<file path="src/debug_packet_argument_decoder_unit_assert.svh">
// Assertion macros for the debug packet argument decoder.
// Needs a clock named clock and a reset named reset in the including module.
`ifndef DEBUG_PACKET_ARGUMENT_DECODER_UNIT_ASSERT_SVH
`define DEBUG_PACKET_ARGUMENT_DECODER_UNIT_ASSERT_SVH

// same-cycle implication
`define DPAD_ASSERT_NOW(label, ante, cons) \
   label: assert property (@(posedge clock) disable iff (reset) (ante) |-> (cons)) \
      else $error("dpad assertion failed");

// next-cycle implication
`define DPAD_ASSERT_NEXT(label, ante, cons) \
   label: assert property (@(posedge clock) disable iff (reset) (ante) |=> (cons)) \
      else $error("dpad assertion failed");

`endif

</file>
<file path="src/dpad_pkg.sv">
// Shared types, codes and the hex digit decoder of the debug packet argument decoder.
// No dependencies.
`default_nettype none
package dpad_pkg;

   typedef struct packed {
      logic [2:0] mode;
      logic [7:0] ch;
   } dpad_req_type;

   typedef struct packed {
      logic        kind;
      logic [7:0]  data_byte;
      logic [1:0]  status;
      logic [63:0] first_value;
      logic [31:0] second_value;
      logic [2:0]  bp_type;
   } dpad_rsp_type;

   typedef struct packed {
      logic         valid;
      dpad_rsp_type rsp;
   } dpad_result_type;

   typedef enum logic [3:0] {
      PH_IDLE    = 4'd0,
      PH_BPSKIP  = 4'd1,
      PH_BPTYPE  = 4'd2,
      PH_BPCOMMA = 4'd3,
      PH_ADDR    = 4'd4,
      PH_LEN     = 4'd5,
      PH_REG     = 4'd6,
      PH_REGEQ   = 4'd7,
      PH_DATA    = 4'd8
   } dpad_phase_type;

   localparam logic [2:0] MODE_ADDR_LEN = 3'd0;
   localparam logic [2:0] MODE_BREAK    = 3'd1;
   localparam logic [2:0] MODE_REG      = 3'd2;
   localparam logic [2:0] MODE_REG_DATA = 3'd3;
   localparam logic [2:0] MODE_DATA     = 3'd4;

   localparam logic       KIND_BYTE    = 1'b0;
   localparam logic       KIND_SUMMARY = 1'b1;

   localparam logic [1:0] STATUS_OK    = 2'd0;
   localparam logic [1:0] STATUS_ODD   = 2'd1;
   localparam logic [1:0] STATUS_ERROR = 2'd2;

   localparam logic [7:0] CHAR_END   = 8'h00;
   localparam logic [7:0] CHAR_COMMA = 8'h2C;
   localparam logic [7:0] CHAR_EQUAL = 8'h3D;

   localparam logic [4:0] BP_TYPE_LAST = 5'd4;
   localparam int         COUNT_W      = 5;

   // bit 4 set marks a non-hex character
   function automatic logic [4:0] hex_value(input logic [7:0] c);
      logic [4:0] v;
      v = 5'h10;
      if (c >= 8'h30 && c <= 8'h39) v = 5'(c - 8'h30);
      else if (c >= 8'h41 && c <= 8'h46) v = 5'(c - 8'h41 + 8'd10);
      else if (c >= 8'h61 && c <= 8'h66) v = 5'(c - 8'h61 + 8'd10);
      return v;
   endfunction

endpackage
`default_nettype wire

</file>
<file path="src/dpad_parser.sv">
// String state and single-pass decode of one registered request.
// Depends on dpad_pkg.
`default_nettype none
module dpad_parser #(
   parameter int ADDR_DIGITS = 16,
   parameter int LEN_DIGITS  = 8
) (
   input  wire                       clock,
   input  wire                       reset,
   input  wire                       go,
   input  dpad_pkg::dpad_req_type    req,
   output dpad_pkg::dpad_result_type result
);
   import dpad_pkg::*;

   localparam logic [COUNT_W-1:0] AddrLimit = COUNT_W'(ADDR_DIGITS);
   localparam logic [COUNT_W-1:0] LenLimit  = COUNT_W'(LEN_DIGITS);

   dpad_phase_type     phase_ff, phase_in;
   logic [2:0]         mode_ff, mode_in;
   logic [63:0]        acc_ff, acc_in;
   logic [COUNT_W-1:0] cnt_ff, cnt_in;
   logic [63:0]        sfirst_ff, sfirst_in;
   logic [2:0]         stype_ff, stype_in;
   logic               half_ff, half_in;
   logic [4:0]         held_ff, held_in;
   logic               err_ff, err_in;
   logic [4:0]         nib;
   logic               take_addr;
   logic               take_len;

   assign nib = hex_value(req.ch);

   always_comb begin
      phase_in  = phase_ff;
      mode_in   = mode_ff;
      acc_in    = acc_ff;
      cnt_in    = cnt_ff;
      sfirst_in = sfirst_ff;
      stype_in  = stype_ff;
      half_in   = half_ff;
      held_in   = held_ff;
      err_in    = err_ff;
      result    = '0;

      if (phase_ff == PH_IDLE) begin
         mode_in   = req.mode;
         acc_in    = '0;
         cnt_in    = '0;
         sfirst_in = '0;
         stype_in  = '0;
         half_in   = 1'b0;
         held_in   = '0;
         err_in    = 1'b0;
         unique case (req.mode)
            MODE_ADDR_LEN: phase_in = PH_ADDR;
            MODE_BREAK:    phase_in = PH_BPSKIP;
            MODE_REG:      phase_in = PH_REG;
            MODE_REG_DATA: phase_in = PH_REGEQ;
            MODE_DATA:     phase_in = PH_DATA;
            default: begin
               phase_in = PH_DATA;
               err_in   = 1'b1;
            end
         endcase
      end

      take_addr = !nib[4] && (cnt_in < AddrLimit);
      take_len  = !nib[4] && (cnt_in < LenLimit);

      if (req.ch != CHAR_END) begin
         if (!err_in) begin
            unique case (phase_in)
               PH_BPSKIP: phase_in = PH_BPTYPE;
               PH_BPTYPE: begin
                  if (nib > BP_TYPE_LAST) err_in = 1'b1;
                  else begin
                     stype_in = nib[2:0];
                     phase_in = PH_BPCOMMA;
                  end
               end
               PH_BPCOMMA: begin
                  if (req.ch == CHAR_COMMA) begin
                     phase_in = PH_ADDR;
                     acc_in   = '0;
                     cnt_in   = '0;
                  end else err_in = 1'b1;
               end
               PH_ADDR: begin
                  if (take_addr) begin
                     acc_in = {acc_in[59:0], nib[3:0]};
                     cnt_in = cnt_in + COUNT_W'(1);
                  end else if (req.ch == CHAR_COMMA) begin
                     sfirst_in = acc_in;
                     phase_in  = PH_LEN;
                     acc_in    = '0;
                     cnt_in    = '0;
                  end else err_in = 1'b1;
               end
               PH_LEN, PH_REG: begin
                  if (take_len) begin
                     acc_in = {acc_in[59:0], nib[3:0]};
                     cnt_in = cnt_in + COUNT_W'(1);
                  end else err_in = 1'b1;
               end
               PH_REGEQ: begin
                  if (take_len) begin
                     acc_in = {acc_in[59:0], nib[3:0]};
                     cnt_in = cnt_in + COUNT_W'(1);
                  end else if (req.ch == CHAR_EQUAL) begin
                     sfirst_in = acc_in;
                     phase_in  = PH_DATA;
                  end else err_in = 1'b1;
               end
               PH_DATA: begin
                  if (!half_in) begin
                     held_in = nib;
                     half_in = 1'b1;
                  end else begin
                     half_in = 1'b0;
                     if (held_in[4] || nib[4]) err_in = 1'b1;
                     else begin
                        result.valid         = 1'b1;
                        result.rsp.kind      = KIND_BYTE;
                        result.rsp.data_byte = {held_in[3:0], nib[3:0]};
                     end
                  end
               end
               default: err_in = 1'b1;
            endcase
         end
      end else begin
         result.valid    = 1'b1;
         result.rsp.kind = KIND_SUMMARY;
         if (!err_in) begin
            unique case (phase_in)
               PH_LEN: begin
                  if (cnt_in == '0) err_in = 1'b1;
                  else begin
                     result.rsp.first_value  = sfirst_in;
                     result.rsp.second_value = acc_in[31:0];
                     result.rsp.bp_type      = stype_in;
                  end
               end
               PH_REG: begin
                  if (cnt_in == '0) err_in = 1'b1;
                  else result.rsp.first_value = acc_in;
               end
               PH_DATA: begin
                  result.rsp.status      = half_in ? STATUS_ODD : STATUS_OK;
                  result.rsp.first_value = sfirst_in;
               end
               default: err_in = 1'b1;
            endcase
         end
         if (err_in) begin
            result.rsp.status       = STATUS_ERROR;
            result.rsp.first_value  = '0;
            result.rsp.second_value = '0;
            result.rsp.bp_type      = '0;
         end
         phase_in  = PH_IDLE;
         acc_in    = '0;
         cnt_in    = '0;
         sfirst_in = '0;
         stype_in  = '0;
         half_in   = 1'b0;
         held_in   = '0;
         err_in    = 1'b0;
      end
   end

   always_ff @(posedge clock) begin
      if (reset) begin
         phase_ff  <= PH_IDLE;
         mode_ff   <= '0;
         acc_ff    <= '0;
         cnt_ff    <= '0;
         sfirst_ff <= '0;
         stype_ff  <= '0;
         half_ff   <= 1'b0;
         held_ff   <= '0;
         err_ff    <= 1'b0;
      end else if (go) begin
         phase_ff  <= phase_in;
         mode_ff   <= mode_in;
         acc_ff    <= acc_in;
         cnt_ff    <= cnt_in;
         sfirst_ff <= sfirst_in;
         stype_ff  <= stype_in;
         half_ff   <= half_in;
         held_ff   <= held_in;
         err_ff    <= err_in;
      end
   end

endmodule
`default_nettype wire

</file>
<file path="src/dpad_rsp_reg.sv">
// Result register of the debug packet argument decoder.
// Depends on dpad_pkg.
`default_nettype none
module dpad_rsp_reg (
   input  wire                    clock,
   input  wire                    reset,
   input  wire                    load,
   input  dpad_pkg::dpad_rsp_type load_data,
   output logic                   ready,
   output logic                   rsp_valid,
   input  wire                    rsp_stall,
   output dpad_pkg::dpad_rsp_type rsp_data
);
   import dpad_pkg::*;

   logic         vld_ff, vld_in;
   dpad_rsp_type data_ff;

   assign ready     = !vld_ff || !rsp_stall;
   assign vld_in    = ready ? load : vld_ff;
   assign rsp_valid = vld_ff;
   assign rsp_data  = data_ff;

   always_ff @(posedge clock) begin
      if (reset) vld_ff <= 1'b0;
      else vld_ff <= vld_in;
   end

   always_ff @(posedge clock) begin
      if (ready && load) data_ff <= load_data;
   end

endmodule
`default_nettype wire

</file>
<file path="src/debug_packet_argument_decoder_unit.sv">
// Top level of the debug packet argument decoder: request register, parser, result register.
// Depends on dpad_pkg, dpad_parser, dpad_rsp_reg and the assertion macro header.
//
//   channel  direction  handshake              payload
//   req      in         req_valid / req_stall  mode, ch
//   rsp      out        rsp_valid / rsp_stall  kind, data_byte, status, values, bp_type
//
// One request per cycle unless req_stall is high; a request waits in the request register.
// The decode of the registered request into state and result is combinational.
// Reset clears the string state; the decoder waits for the first character of a string.
// A stall on rsp while a result is held holds the request register, which then stalls req.
`default_nettype none
module debug_packet_argument_decoder_unit #(
   parameter int ADDR_DIGITS = 16,
   parameter int LEN_DIGITS  = 8
) (
   input  wire                    clock,
   input  wire                    reset,
   input  wire                    req_valid,
   output logic                   req_stall,
   input  dpad_pkg::dpad_req_type req_data,
   output logic                   rsp_valid,
   input  wire                    rsp_stall,
   output dpad_pkg::dpad_rsp_type rsp_data
);
   import dpad_pkg::*;

   logic            in_vld_ff, in_vld_in;
   dpad_req_type    in_req_ff;
   logic            out_ready;
   logic            adv;
   dpad_result_type result;

   assign adv       = in_vld_ff && out_ready;
   assign req_stall = in_vld_ff && !out_ready;
   assign in_vld_in = req_stall ? in_vld_ff : req_valid;

   always_ff @(posedge clock) begin
      if (reset) in_vld_ff <= 1'b0;
      else in_vld_ff <= in_vld_in;
   end

   always_ff @(posedge clock) begin
      if (req_valid && !req_stall) in_req_ff <= req_data;
   end

   dpad_parser #(
      .ADDR_DIGITS(ADDR_DIGITS),
      .LEN_DIGITS (LEN_DIGITS)
   ) u_parser (
      .clock (clock),
      .reset (reset),
      .go    (adv),
      .req   (in_req_ff),
      .result(result)
   );

   dpad_rsp_reg u_rsp_reg (
      .clock    (clock),
      .reset    (reset),
      .load     (adv && result.valid),
      .load_data(result.rsp),
      .ready    (out_ready),
      .rsp_valid(rsp_valid),
      .rsp_stall(rsp_stall),
      .rsp_data (rsp_data)
   );

`include "debug_packet_argument_decoder_unit_assert.svh"

   `DPAD_ASSERT_NOW(a_stall_needs_request, req_stall, in_vld_ff)
   `DPAD_ASSERT_NEXT(a_held_request_kept, in_vld_ff && !adv, in_vld_ff)
   `DPAD_ASSERT_NOW(a_result_from_advance, $rose(rsp_valid), $past(adv))
   `DPAD_ASSERT_NOW(a_error_clears_values,
      rsp_valid && rsp_data.kind == KIND_SUMMARY && rsp_data.status == STATUS_ERROR,
      rsp_data.first_value == '0 && rsp_data.second_value == '0 && rsp_data.bp_type == '0)

endmodule
`default_nettype wire
</file>
<file path="config.mk">
export PLATFORM = sky130hd
export DESIGN_NAME = debug_packet_argument_decoder_unit
export DESIGN_NICKNAME = d
export VERILOG_FILES = /design/src/dpad_pkg.sv /design/src/dpad_parser.sv /design/src/dpad_rsp_reg.sv /design/src/debug_packet_argument_decoder_unit.sv
export VERILOG_INCLUDE_DIRS = /design/src /design/src/src
export SDC_FILE = /design/constraint.sdc
export NUM_CORES = 1
export LEC_CHECK = 0
export ABC_AREA = 1
export BUFFER_PORTS_ARGS = -buffer_cell sky130_fd_sc_hd__buf_2
export CORE_ASPECT_RATIO = 0.75
export CORE_MARGIN = 5
export CORE_UTILIZATION = 50
export CTS_CLUSTER_DIAMETER = 30
export DETAILED_ROUTE_END_ITERATION = 10
export PLACE_DENSITY = 0.77
export SYNTH_ARGS = -nofsm -noshare
export SYNTH_HDL_FRONTEND = slang
export SYNTH_SLANG_ARGS = --single-unit
export TNS_END_PERCENT = 5
</file>
<file path="constraint.sdc">
create_clock -name clock -period 4.94 [get_ports clock]
set_input_delay 0.741 -clock clock [delete_from_list [all_inputs] [get_ports clock]]
set_output_delay 0.741 -clock clock [all_outputs]
set_load 0.01 [all_outputs]
</file>
# Word-level counts from Yosys, hierarchy flattened
# Cells that the tools add are included.
# totals
register_bits	270
latchBits	0
ramBits	0
rom_bits	0
n_memories	0
# op_classes
addsub	6
n_mul	0
div	0
magnitude_cmp	9
eq_ne	14
shift	0
muxes	81
bitwise	4
n_reduce_logical	28
# ops
op	count
two-way mux 64 bit	14
case mux 64 bit (3 select lines)	2
two-way mux 101 bit	2
case mux 64 bit (2 select lines)	1
two-way mux 99 bit	1
two-way mux 5 bit	14
two-way mux 10 bit	4
two-way mux 4 bit	9
two-way mux 35 bit	1
two-way mux 1 bit	21
case mux 4 bit (5 select lines)	1
equality test 4 x 3 -> 1 bit, second input constant	4
equality test 8 x 6 -> 1 bit, second input constant	2
>= comparator 8 x 7 -> 1 bit, second input constant	2
less-or-equal comparator 8 x 7 -> 1 bit, second input constant	2
case mux 4 bit (4 select lines)	1
two-way mux 3 bit	5
case mux 5 bit (3 select lines)	1
OR reduction 5 bit	3
adder 5 x 4 -> 5 bit, second input constant	2
logical AND 1 bit	10
subtractor 5 x 1 -> 5 bit, second input constant	2
equality test 4 x 2 -> 1 bit, second input constant	2
>= comparator 8 x 6 -> 1 bit, second input constant	1
other kinds (24)	35

# Longest topological paths before layout
# Gate-level depths: netlist of run 1.
# logic_depth
word_depth	13
mapped_depth	19
mapped_depth_nobuf	18

# By module
# Synthesis of run 1 repeated with hierarchy kept, for this count alone.
# hier_totals
cells_unflattened	2463
hier_area_um2	16388.2
# by_module_without_submodules
module	n_inst	cells_each	area_each_um2
dpad_parser	1	2326	12647.1
dpad_rsp_reg	1	115	3347.0
debug_packet_argument_decoder_unit	1	22	394.1

# Worst setup path before layout of run 1
# OpenSTA, ideal clock, no wires.
# synth_path
path_type	reg-to-reg
start	reg in_req_ff[0] (netlist name)
end	reg u_rsp_reg.data_ff, in the netlist u_rsp_reg.rsp_data[0] (enable)
setup_ps	463
arrival_time_ps	3757
t_required_ps	4477
slack_ps	720
path_stages_with_launch	15
n_path_buf	0
cell_sequence	edfxtp_1 > inv_1 > ha_1 > inv_1 > nand2_1 > nand2_1 > nand2_1 > nand2_2 > nand2_2 > nand2_1 > inv_1 > nand2_1 > nor2_1 > o21ai_0 > inv_1
# synth_between
elab_chain_cells	13
elab_cells_between_ends	26
classes_between	add/sub (5); order compare (6); mux (8); reduce/logical (7)
# synth_rtl
element	line_no	text
start, declared	debug_packet_argument_decoder_unit.sv:29	dpad_req_type in_req_ff;
start signal, assigned	debug_packet_argument_decoder_unit.sv:44	if (req_valid && !req_stall) in_req_ff <= req_data;
subtractor 5 x 1 -> 5 bit (tied with other cells)	dpad_pkg.sv:62, dpad_pkg.sv:63	
adder 5 x 4 -> 5 bit / logical AND 1 bit (equally long branches)	dpad_pkg.sv:62, dpad_pkg.sv:63	
two-way mux 5 bit	dpad_pkg.sv:63	else if (c >= 8'h61 && c <= 8'h66) v = 5'(c - 8'h61 + 8'd10);
two-way mux 5 bit	dpad_pkg.sv:62	else if (c >= 8'h41 && c <= 8'h46) v = 5'(c - 8'h41 + 8'd10);
two-way mux 5 bit	dpad_pkg.sv:61	if (c >= 8'h30 && c <= 8'h39) v = 5'(c - 8'h30);
logical OR 1 bit	dpad_parser.sv:121	if (held_in[4] || nib[4]) err_in = 1'b1;
two-way mux 10 bit	dpad_parser.sv:121	
two-way mux 10 bit	dpad_parser.sv:116	if (!half_in) begin
two-way mux 10 bit	dpad_parser.sv:73	unique case (phase_in)
two-way mux 10 bit	dpad_parser.sv:72	if (!err_in) begin
two-way mux 2 bit (*)	dpad_parser.sv:71	if (req.ch != CHAR_END) begin
logical AND 1 bit (*)	debug_packet_argument_decoder_unit.sv:61	.load (adv && result.valid),
logical AND 1 bit (*)	dpad_rsp_reg.sv:30	if (ready && load) data_ff <= load_data;
end signal, assigned	dpad_rsp_reg.sv:30	
end, declared	dpad_rsp_reg.sv:17	dpad_rsp_type data_ff;
# Mark *: on every way between the ends. The rest lies on a longest branch, timed or not.
# A chain may end at the register's enable or synchronous reset.

# Final worst setup path of run 1
# layout_path
start	reg u_parser.phase_ff[2]
end	reg u_parser.acc_ff[51]
# layout_between
elab_chain_cells	8
elab_cells_between_ends	21
classes_between	order compare (2); eq/ne (5); mux (10); reduce/logical (4)
# layout_rtl
element	line_no	text
start, declared	dpad_parser.sv:19	dpad_phase_type phase_ff, phase_in;
start signal, assigned	dpad_parser.sv:185	phase_ff <= phase_in;
logical NOT 4 bit	dpad_parser.sv:46	if (phase_ff == PH_IDLE) begin
two-way mux 5 bit	dpad_parser.sv:46	
< comparator 5 x 4 -> 1 bit / < comparator 5 bit (equally long branches)	dpad_parser.sv:69, dpad_parser.sv:68	
logical AND 1 bit (on tied branches)	dpad_parser.sv:69, dpad_parser.sv:68	
two-way mux 64 bit (on tied branches)	dpad_parser.sv:101, dpad_parser.sv:107, dpad_parser.sv:90	
case mux 64 bit (3 select lines)	dpad_parser.sv:73	
two-way mux 64 bit (*)	dpad_parser.sv:72	
two-way mux 64 bit (*)	dpad_parser.sv:71	
end signal, assigned	dpad_parser.sv:187	acc_ff <= acc_in;
end, declared	dpad_parser.sv:21	logic [63:0] acc_ff, acc_in;
# Marks and branches as above.

==> results of run 1 <==
-- worst max-delay path: stages (launching register included) --
cell	delay (ns)
dfxtp_1	0.44
nor2_4	0.08
nand2_4	0.30
clkinv_2	0.38
nand2_1	0.24
nand2_2	0.15
nand2_2	0.16
nor2_4	0.07
nand2_1	0.10
nand2_1	0.10
nor2_2	0.55
nand2_2	0.81
nand2_1	0.27
nand2_1	0.09
nand2_1	0.07
a21oi_1	0.07
-- cell families (layout without fill, tap and decap cells) --
logic type                 Yosys count  in the layout  share of synthesized area [%]
AOI/OAI and AO/OA                  368            368                           13.9
DFF                                270            270                           48.2
and+or+nand+nor                   1004           1004                           29.1
adders and majority gates            5              5                          0.456
buffers and inverters              282            405                           8.29
-- worst paths after layout --
path	startpoint	slack [ns]	to
worst min-delay path	req_data[8]	0.37	in_req_ff[8]
worst max-delay path	u_parser.phase_ff[2]	0.90	u_parser.acc_ff[51]
worst max register to register	u_parser.phase_ff[2]	0.90	u_parser.acc_ff[51]
worst min register to register	u_parser.sfirst_ff[38]	0.46	u_parser.sfirst_ff[38]
-- synth_stat cells, drive strengths merged (10+ instances only) --
| cell type | n |
|---|---|
| a21oi | 256 |
| a31oi | 16 |
| buf | 41 |
| clkbuf | 76 |
| dfxtp | 149 |
| edfxtp | 121 |
| inv | 164 |
| nand2 | 663 |
| nand3 | 51 |
| nand4 | 10 |
| nor2 | 272 |
| o21ai | 85 |
-- metrics by stage --
step                cell area, um^2  util [%]  hold WS [ns]
finish                        16100      59.8         0.367
global route                  16100      59.8         0.351
CTS                           16100      59.8         0.350
detailed placement            14500      53.6         0.455
global placement              14500      53.6         0.451
floorplan                     13700         -         0.445
-- state kept, by name, summed over array words and instances (netlist names) --
name	count
u_rsp_reg.rsp_valid	1
u_parser.phase_ff	4
in_vld_ff	1
u_parser.err_ff	1
u_parser.half_ff	1
u_parser.held_ff	5
u_parser.stype_ff	3
u_parser.sfirst_ff	64
u_parser.acc_ff	64
u_rsp_reg.rsp_data	110
in_req_ff	11
u_parser.cnt_ff	5
-- power by group --
group	switching, mW	total (mW)	internal [mW]
clock	1.21	3.35	2.13
sequential	0.0563	2.45	2.39
combinational	1.80	2.26	0.460
total	3.07	8.06	4.98
-- routing by layer --
layer  up-vias  routed length (um)
li1       6375                   -
met1      5991               17200
met2       579               16900
met3        72                3280
met4         0                 724
met5         -                   0
-- cell usage in the layout (no fill, tap or decap), types with 2 or more instances in the layout --
cell	instances
o21ai_2	2
nor2_4	6
inv_1	152
clkinv_4	4
o21ai_1	35
buf_4	18
bufinv_16	4
dfxtp_1	149
o21ai_0	47
o211ai_1	5
nor2_1	259
nand3_1	47
o22ai_1	5
buf_12	2
nand2_2	10
clkinvlp_4	6
clkinv_2	11
nor2_8	2
edfxtp_1	121
buf_2	125
nand4_1	10
nand2_1	651
ha_1	5
nand2_4	2
inv_6	7
nor2_2	5
nor3_1	6
inv_2	11
nand3_2	4
a31oi_1	16
clkbuf_16	51
clkbuf_1	9
a21oi_1	256
clkinv_1	2
-- area by class of cell --
class | instances | area, um^2
clock buffers | 60 | 1310
clock inverters | 35 | 350
fillers | 2374 | 10900
inverters | 165 | 623
multi-input cells | 1377 | 6000
flip-flops and latches | 270 | 6620
well taps | 351 | 439
repair buffers | 145 | 801
==> insert_results.sql, run 1 <==
INSERT INTO impl_metrics (metric_group, metric, value, unit) VALUES
('drt', 'dr.pass1.iters', '6', ''),
('timing', 'worstMarginPinSlew', '1.23', 'ns'),
('critical_path', 'critPathKind', 'reg2reg', ''),
('critical_path', 'timing.critical_path.from_type', 'flop', ''),
('die', 'top_level_ports', '127', ''),
('drt', 'routed-via-count', '13017', ''),
('critical_path', 'cp.required', '5.37', 'ns'),
('timing', 'timing.clock.skew', '0.0215', 'ns'),
('timing', 'period_utilization_post_route', '81.8', '%'),
('pwr', 'max-vdd-ir-drop', '0.392', 'mV'),
('finish', 'instances_no_fill', '2403', ''),
('synth', 'syn_inst', '1929', ''),
('critical_path', 'endpoint_kind', 'flop', ''),
('global_route', 'grt_use_met2', '37.5', '%'),
('timing', 'slew_headroom', '17.9', '%'),
('global_route', 'grt_first_pass_wirelength', '61700', 'um'),
('synth', 'synth_top_flop_cell', 'dfxtp_1', ''),
('timing', 'max_freq', '0.247', 'GHz'),
('outcome', 'status', 'completed', ''),
('drt', 'final_antenna_net_count', '0', ''),
('cts', 'cts.sinks', '270', ''),
('cts', 'post_cts_buffers', '0', ''),
('finish', 'antennaDiodeCount', '0', ''),
('critical_path', 'worst-endpoint-arrival', '4.48', 'ns'),
('cts', 'clock_latency', '0.56', 'ns'),
('finish', 'num-nets-final', '2030', ''),
('place', 'detailedPlacementHpwl', '22600', 'um'),
('global_route', 'groute.layer.met3.usage', '4.43', '%'),
('global_route', 'grt_overflow', '0', ''),
('place', 'gp_routability_congestion', '0.893', ''),
('place', 'placement.io_buffers', '126', ''),
('die', 'placementRows', '52', ''),
('critical_path', 'worstPathMaxFanout', '50', ''),
('synth', 'synth_top_cell_by_area', 'edfxtp_1', ''),
('timing', 'finalSetupViolCount', '0', ''),
('drt', 'drt_iter0_drc', '1659', ''),
('synth', 'synth.top_cell.area_share', '26.5', '%'),
('global_route', 'grt_antenna_before_repair', '0', ''),
('pwr', 'power_per_unit_of_standard_cell_area', '499', 'mW/mm^2'),
('drt', 'detail_route.drc_violations', '0', ''),
('die', 'die_ar', '0.0309', 'mm^2'),
('global_route', 'first_global_vias', '12133', ''),
('cts', 'cts_root_buffer', 'clkbuf_16', ''),
('die', 'start_util', '50.8', '%'),
('drt', 'wirelength', '38100', 'um'),
('timing', 'fin_ws', '0.898', 'ns'),
('flow_run', 'drv.max_cap_violation_count', '0', ''),
('pwr', 'power_leakage', '6.24', 'nW'),
('synth', 'postSynthNetCount', '1949', ''),
('worst_hold_path', 'worstHoldPathType', 'in2reg', ''),
('timing', 'finalWorstPathRequiredPeriod', '4.04', 'ns'),
('synth', 'synth_enable_flop_cells', '121', ''),
('place', 'pre_cts_ws', '1.03', 'ns'),
('cts', 'cts-root-to-sink-buffers', '3', ''),
('finish', 'drive_gt1_share', '13.5', '%'),
('timing', 'final.setup.tns', '0', 'ns'),
('timing', 'grt_setup_unrepaired', 'false', ''),
('finish', 'area_growth_syn_to_layout', '17.7', '%'),
('die', 'placeableCoreArea', '0.0270', 'mm^2'),
('die', 'die_height', '153', 'um'),
('synth', 'postSynth.asyncResetShare', '0', '%'),
('synth', 'synth_area_leaders', 'edfxtp_1, dfxtp_1, nand2_1, a21oi_1, nor2_1', ''),
('synth', 'synth_area_per_cell', '7.11', 'um^2'),
('cts', 'cts_tree', 'done', ''),
('synth', 'synth-warning-count', '0', ''),
('cts', 'tritoncts.num_buffers', '51', ''),
('critical_path', 'worst_r2r_path_depth', '15', ''),
('synth', 'synth_area', '0.0137', 'mm^2'),
('cts', 'cts_htree_levels', '2', ''),
('global_route', 'grt_use_met1', '33.7', '%'),
('global_route', 'most_used_routing_layer', 'met2', ''),
('timing', 'maxSlewViolCount', '0', ''),
('drt', 'wire_per_inst', '15.8', 'um'),
('synth', 'synth_sequential_area_ratio', '48.2', '%'),
('pwr', 'finalPower', '8.06', 'mW'),
('timing', 'final-hold-violation-count', '0', ''),
('drt', 'via_per_inst', '5.42', ''),
('synth', 'post_synth_num_cell_types', '31', ''),
('place', 'dp_cells', '2308', ''),
('cts', 'cts-hold-fix-buffers', '0', ''),
('global_route', 'track_usage', '23.8', '%'),
('global_route', 'maximum_number_of_pins_on_one_net_before_global_route_repair', '108', ''),
('synth', 'ys_ff_latch', '270', ''),
('die', 'die_width', '201', 'um'),
('worst_hold_path', 'hold_path_depth', '1', ''),
('cts', 'total_of_cells_resized_after_clock_tree_synthesis', '0', ''),
('cts', 'cts.clk_slew.worst_paths', '0.05', 'ns');
(Power assumes the default switching activity.)
==> inputs of run 2 (changes only) <==
- PLACE_DENSITY: 0.77 -> 0.8
- clock period: 4.94 -> 3.3 ns (I/O delays scaled with it)
==> run 2 against run 1 <==
Against the previous run: setup slack got worse by 0.55 ns; power up 50%; register-to-register slack got worse by 0.55 ns; cell area grew 0.80%; largest cell class unchanged; largest power group unchanged.
==> insert_results.sql, run 2 (synthesis results as in run 1) <==
INSERT INTO impl_metrics (metric_group, metric, value, unit) VALUES
('outcome', 'status', 'completed', ''),
('drt', 'via_per_inst', '5.38', ''),
('pwr', 'power_frac_seq', '30.4', '%'),
('cts', 'cts.clk_slew.worst_paths', '0.05', 'ns'),
('flow_run', 'drv.max_cap_violation_count', '0', ''),
('drt', 'wire_per_inst', '15.6', 'um'),
('critical_path', 'slowest_delay', '0.44', 'ns'),
('finish', 'area_growth_syn_to_layout', '18.6', '%'),
('critical_path', 'cp.required', '3.48', 'ns'),
('cts', 'clock_latency', '0.56', 'ns'),
('timing', 'finalSetupViolCount', '0', ''),
('critical_path', 'critPathKind', 'reg2reg', ''),
('drt', 'routed-via-count', '12978', ''),
('critical_path', 'worst_r2r_startpoint', 'u_parser.phase_ff[0]', ''),
('cts', 'cts.sinks', '270', ''),
('finish', 'drive_gt1_share', '14.4', '%'),
('drt', 'final_antenna_net_count', '0', ''),
('critical_path', 'slowest_stage', 'buf_12', ''),
('pwr', 'netSwitchingFraction', '38.3', '%'),
('place', 'placement.io_buffers', '126', ''),
('global_route', 'grt_overflow', '0', ''),
('die', 'top_level_ports', '127', ''),
('finish', 'antennaDiodeCount', '0', ''),
('pwr', 'p_int', '7.44', 'mW'),
('drt', 'wirelength', '37700', 'um'),
('finish', 'fillers', '2382', ''),
('timing', 'final.setup.tns', '0', 'ns'),
('cts', 'cts_root_buffer', 'clkbuf_16', ''),
('critical_path', 'cp.buffers_inverters', '3', ''),
('critical_path', 'cpLargestDelayFamily', 'simple AND/OR/NAND/NOR gates', ''),
('cts', 'cts-hold-fix-buffers', '0', ''),
('finish', 'regArea', '0.00662', 'mm^2'),
('timing', 'timing.clock.skew', '0.0173', 'ns'),
('timing', 'grt_setup_unrepaired', 'false', ''),
('global_route', 'grt_first_pass_wirelength', '62300', 'um'),
('critical_path', 'worstReg2RegEnd', 'u_rsp_reg.rsp_data[61]', ''),
('critical_path', 'endpoint_kind', 'flop', ''),
('pwr', 'max-vdd-ir-drop', '0.511', 'mV'),
('timing', 'period_utilization_post_route', '89.3', '%'),
('worst_hold_path', 'worstHoldPathType', 'in2reg', ''),
('die', 'die_ar', '0.0309', 'mm^2'),
('pwr', 'power.combinational.fraction', '29.2', '%'),
('finish', 'mostFrequentLayoutCell', 'nand2_1', ''),
('drt', 'drt_iter0_drc', '1223', ''),
('timing', 'maxSlewViolCount', '0', ''),
('pwr', 'power_switching', '4.61', 'mW'),
('finish', 'num-nets-final', '2039', ''),
('timing', 'final-hold-violation-count', '0', ''),
('pwr', 'power_per_unit_of_standard_cell_area', '741', 'mW/mm^2'),
('die', 'die_width', '201', 'um'),
('pwr', 'clk_pwr_share', '40.4', '%'),
('critical_path', 'timing.critical_path.from_type', 'flop', ''),
('timing', 'worstMarginPinSlew', '1.23', 'ns'),
('place', 'gp_routability_congestion', '0.898', ''),
('cts', 'post_cts_buffers', '0', ''),
('pwr', 'power_leakage', '6.30', 'nW'),
('critical_path', 'worst_r2r_path_depth', '13', ''),
('critical_path', 'r2r_slack', '0.35', 'ns'),
('timing', 'finalWorstPathRequiredPeriod', '2.95', 'ns'),
('die', 'placementRows', '52', ''),
('global_route', 'track_usage', '24.0', '%'),
('cts', 'tritoncts.num_buffers', '49', ''),
('cts', 'total_of_cells_resized_after_clock_tree_synthesis', '0', ''),
('drt', 'dr.pass1.iters', '5', ''),
('global_route', 'maximum_number_of_pins_on_one_net_before_global_route_repair', '150', ''),
('finish', 'highest_count_cells_in_the_layout_ignoring_fill_and_taps', 'nand2_1, nor2_1, a21oi_1', ''),
('cts', 'cts-root-to-sink-buffers', '3', ''),
('timing', 'slew_headroom', '17.7', '%'),
('cts', 'cts_tree', 'done', ''),
('global_route', 'first_global_vias', '12293', ''),
('critical_path', 'worstPathCellList', 'nor2_4 -> nand2_4 -> nand2_1 -> nand2_2 -> inv_2 -> nor2_1 -> nand3_1 -> nor2_2 -> nand2_1 -> nor2_2 -> o21ai_2 -> clkinvlp_4 -> buf_12', ''),
('timing', 'max_freq', '0.339', 'GHz'),
('worst_hold_path', 'hold_start', 'req_data[1]', ''),
('finish', 'multi_input_gate_area', '0.00604', 'mm^2'),
('die', 'start_util', '50.8', '%'),
('critical_path', 'worstPathMaxFanout', '110', ''),
('worst_hold_path', 'hold-path-endpoint', 'in_req_ff[1]', ''),
('worst_hold_path', 'hold_path_depth', '1', ''),
('die', 'placeableCoreArea', '0.0270', 'mm^2'),
('die', 'die_height', '153', 'um'),
('pwr', 'finalPower', '12.0', 'mW'),
('finish', 'flip_flop_count_of_the_largest_register_all_copies_and_words_added', '110', ''),
('drt', 'detail_route.drc_violations', '0', ''),
('critical_path', 'worst-endpoint-arrival', '3.13', 'ns'),
('global_route', 'grt_antenna_before_repair', '0', ''),
('place', 'detailedPlacementHpwl', '22700', 'um'),
('cts', 'cts_htree_levels', '2', '');
## run 2: changes by cell type in the layout (fill, tap and decap cells not counted), moves of 3 or more
cell / previous run / this run
clkinv_4: 4 / 7
buf_12: 2 / 5
clkinv_2: 11 / 8
nand2_1: 651 / 648
buf_4: 18 / 26
nand2_4: 2 / 5
## run 2: power groups by stage
| stage | logic (mW) | clock network, mW | registers (mW) |
|---|---|---|---|
| 6_report | 3.52 | 4.87 | 3.66 |
| 5_1_grt | 3.79 | 5.12 | 3.67 |
| 4_1_cts | 3.43 | 4.94 | 3.66 |
| 3_5_place_dp | 3.42 | 0 | 3.72 |
| 3_3_place_gp | 3.43 | 0 | 3.72 |
| 2_1_floorplan | 2.47 | 0 | 3.71 |
## run 2: worst max-delay path by stage
stage | startpoint | endpoint | slack [ns] | cells after the start
after floorplan | u_parser.phase_ff[2] | u_rsp_reg.rsp_data[0] | -0.20 | 9
after global placement | u_parser.phase_ff[0] | u_rsp_reg.rsp_data[62] | 0.46 | 13
after detailed placement | u_parser.phase_ff[0] | u_rsp_reg.rsp_data[61] | 0.39 | 13
after CTS | u_parser.phase_ff[1] | u_rsp_reg.rsp_data[61] | 0.35 | 13
after global routing | u_parser.phase_ff[1] | u_rsp_reg.rsp_data[64] | 0.13 | 13
final | u_parser.phase_ff[0] | u_rsp_reg.rsp_data[61] | 0.35 | 13
## run 2: layout make-up
type	instances	area share, %
inverters	165	3.84
clock buffers	60	8.11
clock inverters	32	1.88
multi-input cells	1377	37.1
well taps	351	2.70
repair buffers	156	5.66
flip-flops and latches	270	40.7
## run 2: routing by layer
layer / up-vias / wire length, um / global-route usage, % / share of wire [%]
met5: - / 0 / 0 / 0
met4: 0 / 687 / 6.86 / 1.8
met3: 60 / 3270 / 5.08 / 8.7
met2: 574 / 16800 / 37.5 / 45
met1: 5941 / 16900 / 34.0 / 45
li1: 6403 / - / - / -
## run 2: per-stage QoR
stage          worst slack, ns  hold slack (ns)  instance area, um^2  cells  util (%)
2_1_floorplan           -0.203            0.445                13800   1929         -
3_3_place_gp             0.457            0.451                14600   2319      54.2
4_1_cts                  0.353           0.0952                16300   2411      60.2
3_5_place_dp             0.392            0.455                14600   2319      54.2
5_1_grt                  0.128           0.0938                16300   2411      60.2
6_report                 0.353            0.115                16300   2411      60.2
==> inputs of run 3 (changes only) <==
- PLACE_DENSITY: 0.8 -> 0.79
- SETUP_SLACK_MARGIN: not set -> 0.05
==> run 3 against run 2 <==
Against the previous run: first-iteration DRC count increased by 14%; power is 1.8% higher; cell area up 0.55%; critical endpoint is now u_rsp_reg.rsp_data[54]; largest cell class unchanged.
==> insert_results.sql, run 3 (synthesis results as in run 1) <==
INSERT INTO impl_metrics (metric_group, metric, value, unit) VALUES
('outcome', 'status', 'completed', ''),
('drt', 'detail_route.drc_violations', '0', ''),
('critical_path', 'worstPathCellList', 'nor2_4 -> nand2_4 -> nand2_1 -> nand2_2 -> inv_2 -> nor2_1 -> nand3_1 -> nor2_2 -> nand2_1 -> nor2_2 -> o21ai_2 -> clkinvlp_4 -> buf_12', ''),
('place', 'gp_routability_congestion', '0.920', ''),
('global_route', 'maximum_number_of_pins_on_one_net_before_global_route_repair', '96', ''),
('place', 'detailedPlacementHpwl', '23500', 'um'),
('finish', 'antennaDiodeCount', '0', ''),
('cts', 'cts-root-to-sink-buffers', '3', ''),
('cts', 'tritoncts.num_buffers', '49', ''),
('critical_path', 'worst-endpoint-arrival', '3.20', 'ns'),
('flow_run', 'drv.max_cap_violation_count', '0', ''),
('pwr', 'power_per_unit_of_standard_cell_area', '750', 'mW/mm^2'),
('finish', 'flip_flop_count_of_the_largest_register_all_copies_and_words_added', '110', ''),
('timing', 'timing.clock.skew', '0.0178', 'ns'),
('timing', 'grt_setup_unrepaired', 'false', ''),
('finish', 'mostFrequentLayoutCell', 'nand2_1', ''),
('cts', 'clock_latency', '0.56', 'ns'),
('critical_path', 'timing.critical_path.from_type', 'flop', ''),
('drt', 'drt_iter0_drc', '1396', ''),
('finish', 'highest_count_cells_in_the_layout_ignoring_fill_and_taps', 'nand2_1, nor2_1, a21oi_1', ''),
('die', 'placeableCoreArea', '0.0270', 'mm^2'),
('timing', 'maxSlewViolCount', '0', ''),
('timing', 'fin_ws', '0.308', 'ns'),
('critical_path', 'critPathKind', 'reg2reg', ''),
('cts', 'total_of_cells_resized_after_clock_tree_synthesis', '0', ''),
('timing', 'period_utilization_post_route', '90.7', '%'),
('die', 'top_level_ports', '127', ''),
('place', 'dp_cells', '2320', ''),
('finish', 'drive_gt1_share', '14.5', '%'),
('place', 'placement.io_buffers', '126', ''),
('global_route', 'first_global_vias', '12471', ''),
('die', 'die_height', '153', 'um'),
('cts', 'cts_root_buffer', 'clkbuf_16', ''),
('timing', 'max_freq', '0.334', 'GHz'),
('timing', 'final-hold-violation-count', '0', ''),
('cts', 'post_cts_buffers', '0', ''),
('global_route', 'grt_antenna_before_repair', '0', ''),
('global_route', 'grt_first_pass_wirelength', '62900', 'um'),
('drt', 'via_per_inst', '5.47', ''),
('critical_path', 'endpoint_kind', 'flop', ''),
('die', 'start_util', '50.8', '%'),
('die', 'placementRows', '52', ''),
('place', 'pre_cts_ws', '0.261', 'ns'),
('critical_path', 'slowest_stage', 'dfxtp_1', ''),
('drt', 'routed-via-count', '13187', ''),
('die', 'die_ar', '0.0309', 'mm^2'),
('critical_path', 'worstPathMaxFanout', '62', ''),
('worst_hold_path', 'hold_path_depth', '1', ''),
('drt', 'wire_per_inst', '15.8', 'um'),
('critical_path', 'cp.required', '3.51', 'ns'),
('worst_hold_path', 'worstHoldPathType', 'in2reg', ''),
('finish', 'instances_no_fill', '2412', ''),
('cts', 'cts-hold-fix-buffers', '0', ''),
('cts', 'cts_htree_levels', '2', ''),
('global_route', 'track_usage', '24.2', '%'),
('timing', 'worstMarginPinSlew', '1.05', 'ns'),
('timing', 'finalSetupViolCount', '0', ''),
('pwr', 'finalPower', '12.3', 'mW'),
('finish', 'area_growth_syn_to_layout', '19.2', '%'),
('critical_path', 'worst_r2r_path_depth', '13', ''),
('drt', 'wirelength', '38200', 'um'),
('critical_path', 'slowest_delay', '0.40', 'ns'),
('pwr', 'max-vdd-ir-drop', '0.614', 'mV'),
('global_route', 'grt_overflow', '0', ''),
('pwr', 'power_leakage', '6.32', 'nW'),
('cts', 'cts.sinks', '270', ''),
('drt', 'dr.pass1.iters', '6', ''),
('die', 'die_width', '201', 'um'),
('finish', 'num-nets-final', '2040', ''),
('drt', 'final_antenna_net_count', '0', ''),
('timing', 'slew_headroom', '29.9', '%'),
('timing', 'finalWorstPathRequiredPeriod', '2.99', 'ns'),
('cts', 'cts_tree', 'done', ''),
('cts', 'cts.clk_slew.worst_paths', '0.06', 'ns');
==> run 3: metrics by stage <==
| step | utilization (%) | cell area [um^2] | TNS, ns | hold slack (ns) |
|---|---|---|---|---|
| floorplan | - | 13800 | -22.38 | 0.445 |
| global placement | 54.2 | 14600 | 0 | 0.451 |
| detailed placement | 54.2 | 14600 | 0 | 0.455 |
| CTS | 60.5 | 16300 | 0 | 0.102 |
| global route | 60.6 | 16400 | 0 | 0.101 |
| finish | 60.6 | 16400 | 0 | 0.124 |
==> run 3: worst paths after layout <==
path | endpoint | from | slack (ns)
worst min-delay path | in_req_ff[4] | req_data[4] | 0.12
worst min register to register | u_parser.acc_ff[16] | u_parser.acc_ff[16] | 0.46
worst max-delay path | u_rsp_reg.rsp_data[54] | u_parser.phase_ff[1] | 0.31
worst max register to register | u_rsp_reg.rsp_data[54] | u_parser.phase_ff[1] | 0.31
==> run 3: per-layer routing <==
metal / track usage [%] / routed length (um)
met5: 0 / 0
met4: 9.17 / 1150
met3: 4.66 / 3220
met2: 37.3 / 16900
met1: 34.0 / 16900
==> run 3: worst max-delay path, delay by kind of cell (launching register included) <==
kind / cells / cell delay (ns)
AND/OR/NAND/NOR: 9 / 1.61
flip-flops: 1 / 0.40
AO/OA/AOI/OAI: 1 / 0.10
buffers and inverters: 3 / 0.46
==> run 3: final cells by class <==
cell class,instances,area (um^2)
Clock buffer,55,1280
Clock inverter,37,419
Fill cell,2367,10600
Inverter,165,626
Multi-Input combinational cell,1377,6040
Sequential cell,270,6620
Tap cell,351,439
Timing Repair Buffer,157,936
==> run 3: power by group <==
group	leakage, nW	switching, mW	internal [mW]
Sequential	2.38	0.0825	3.58
Clock	0.804	1.86	3.25
Combinational	3.14	2.72	0.769
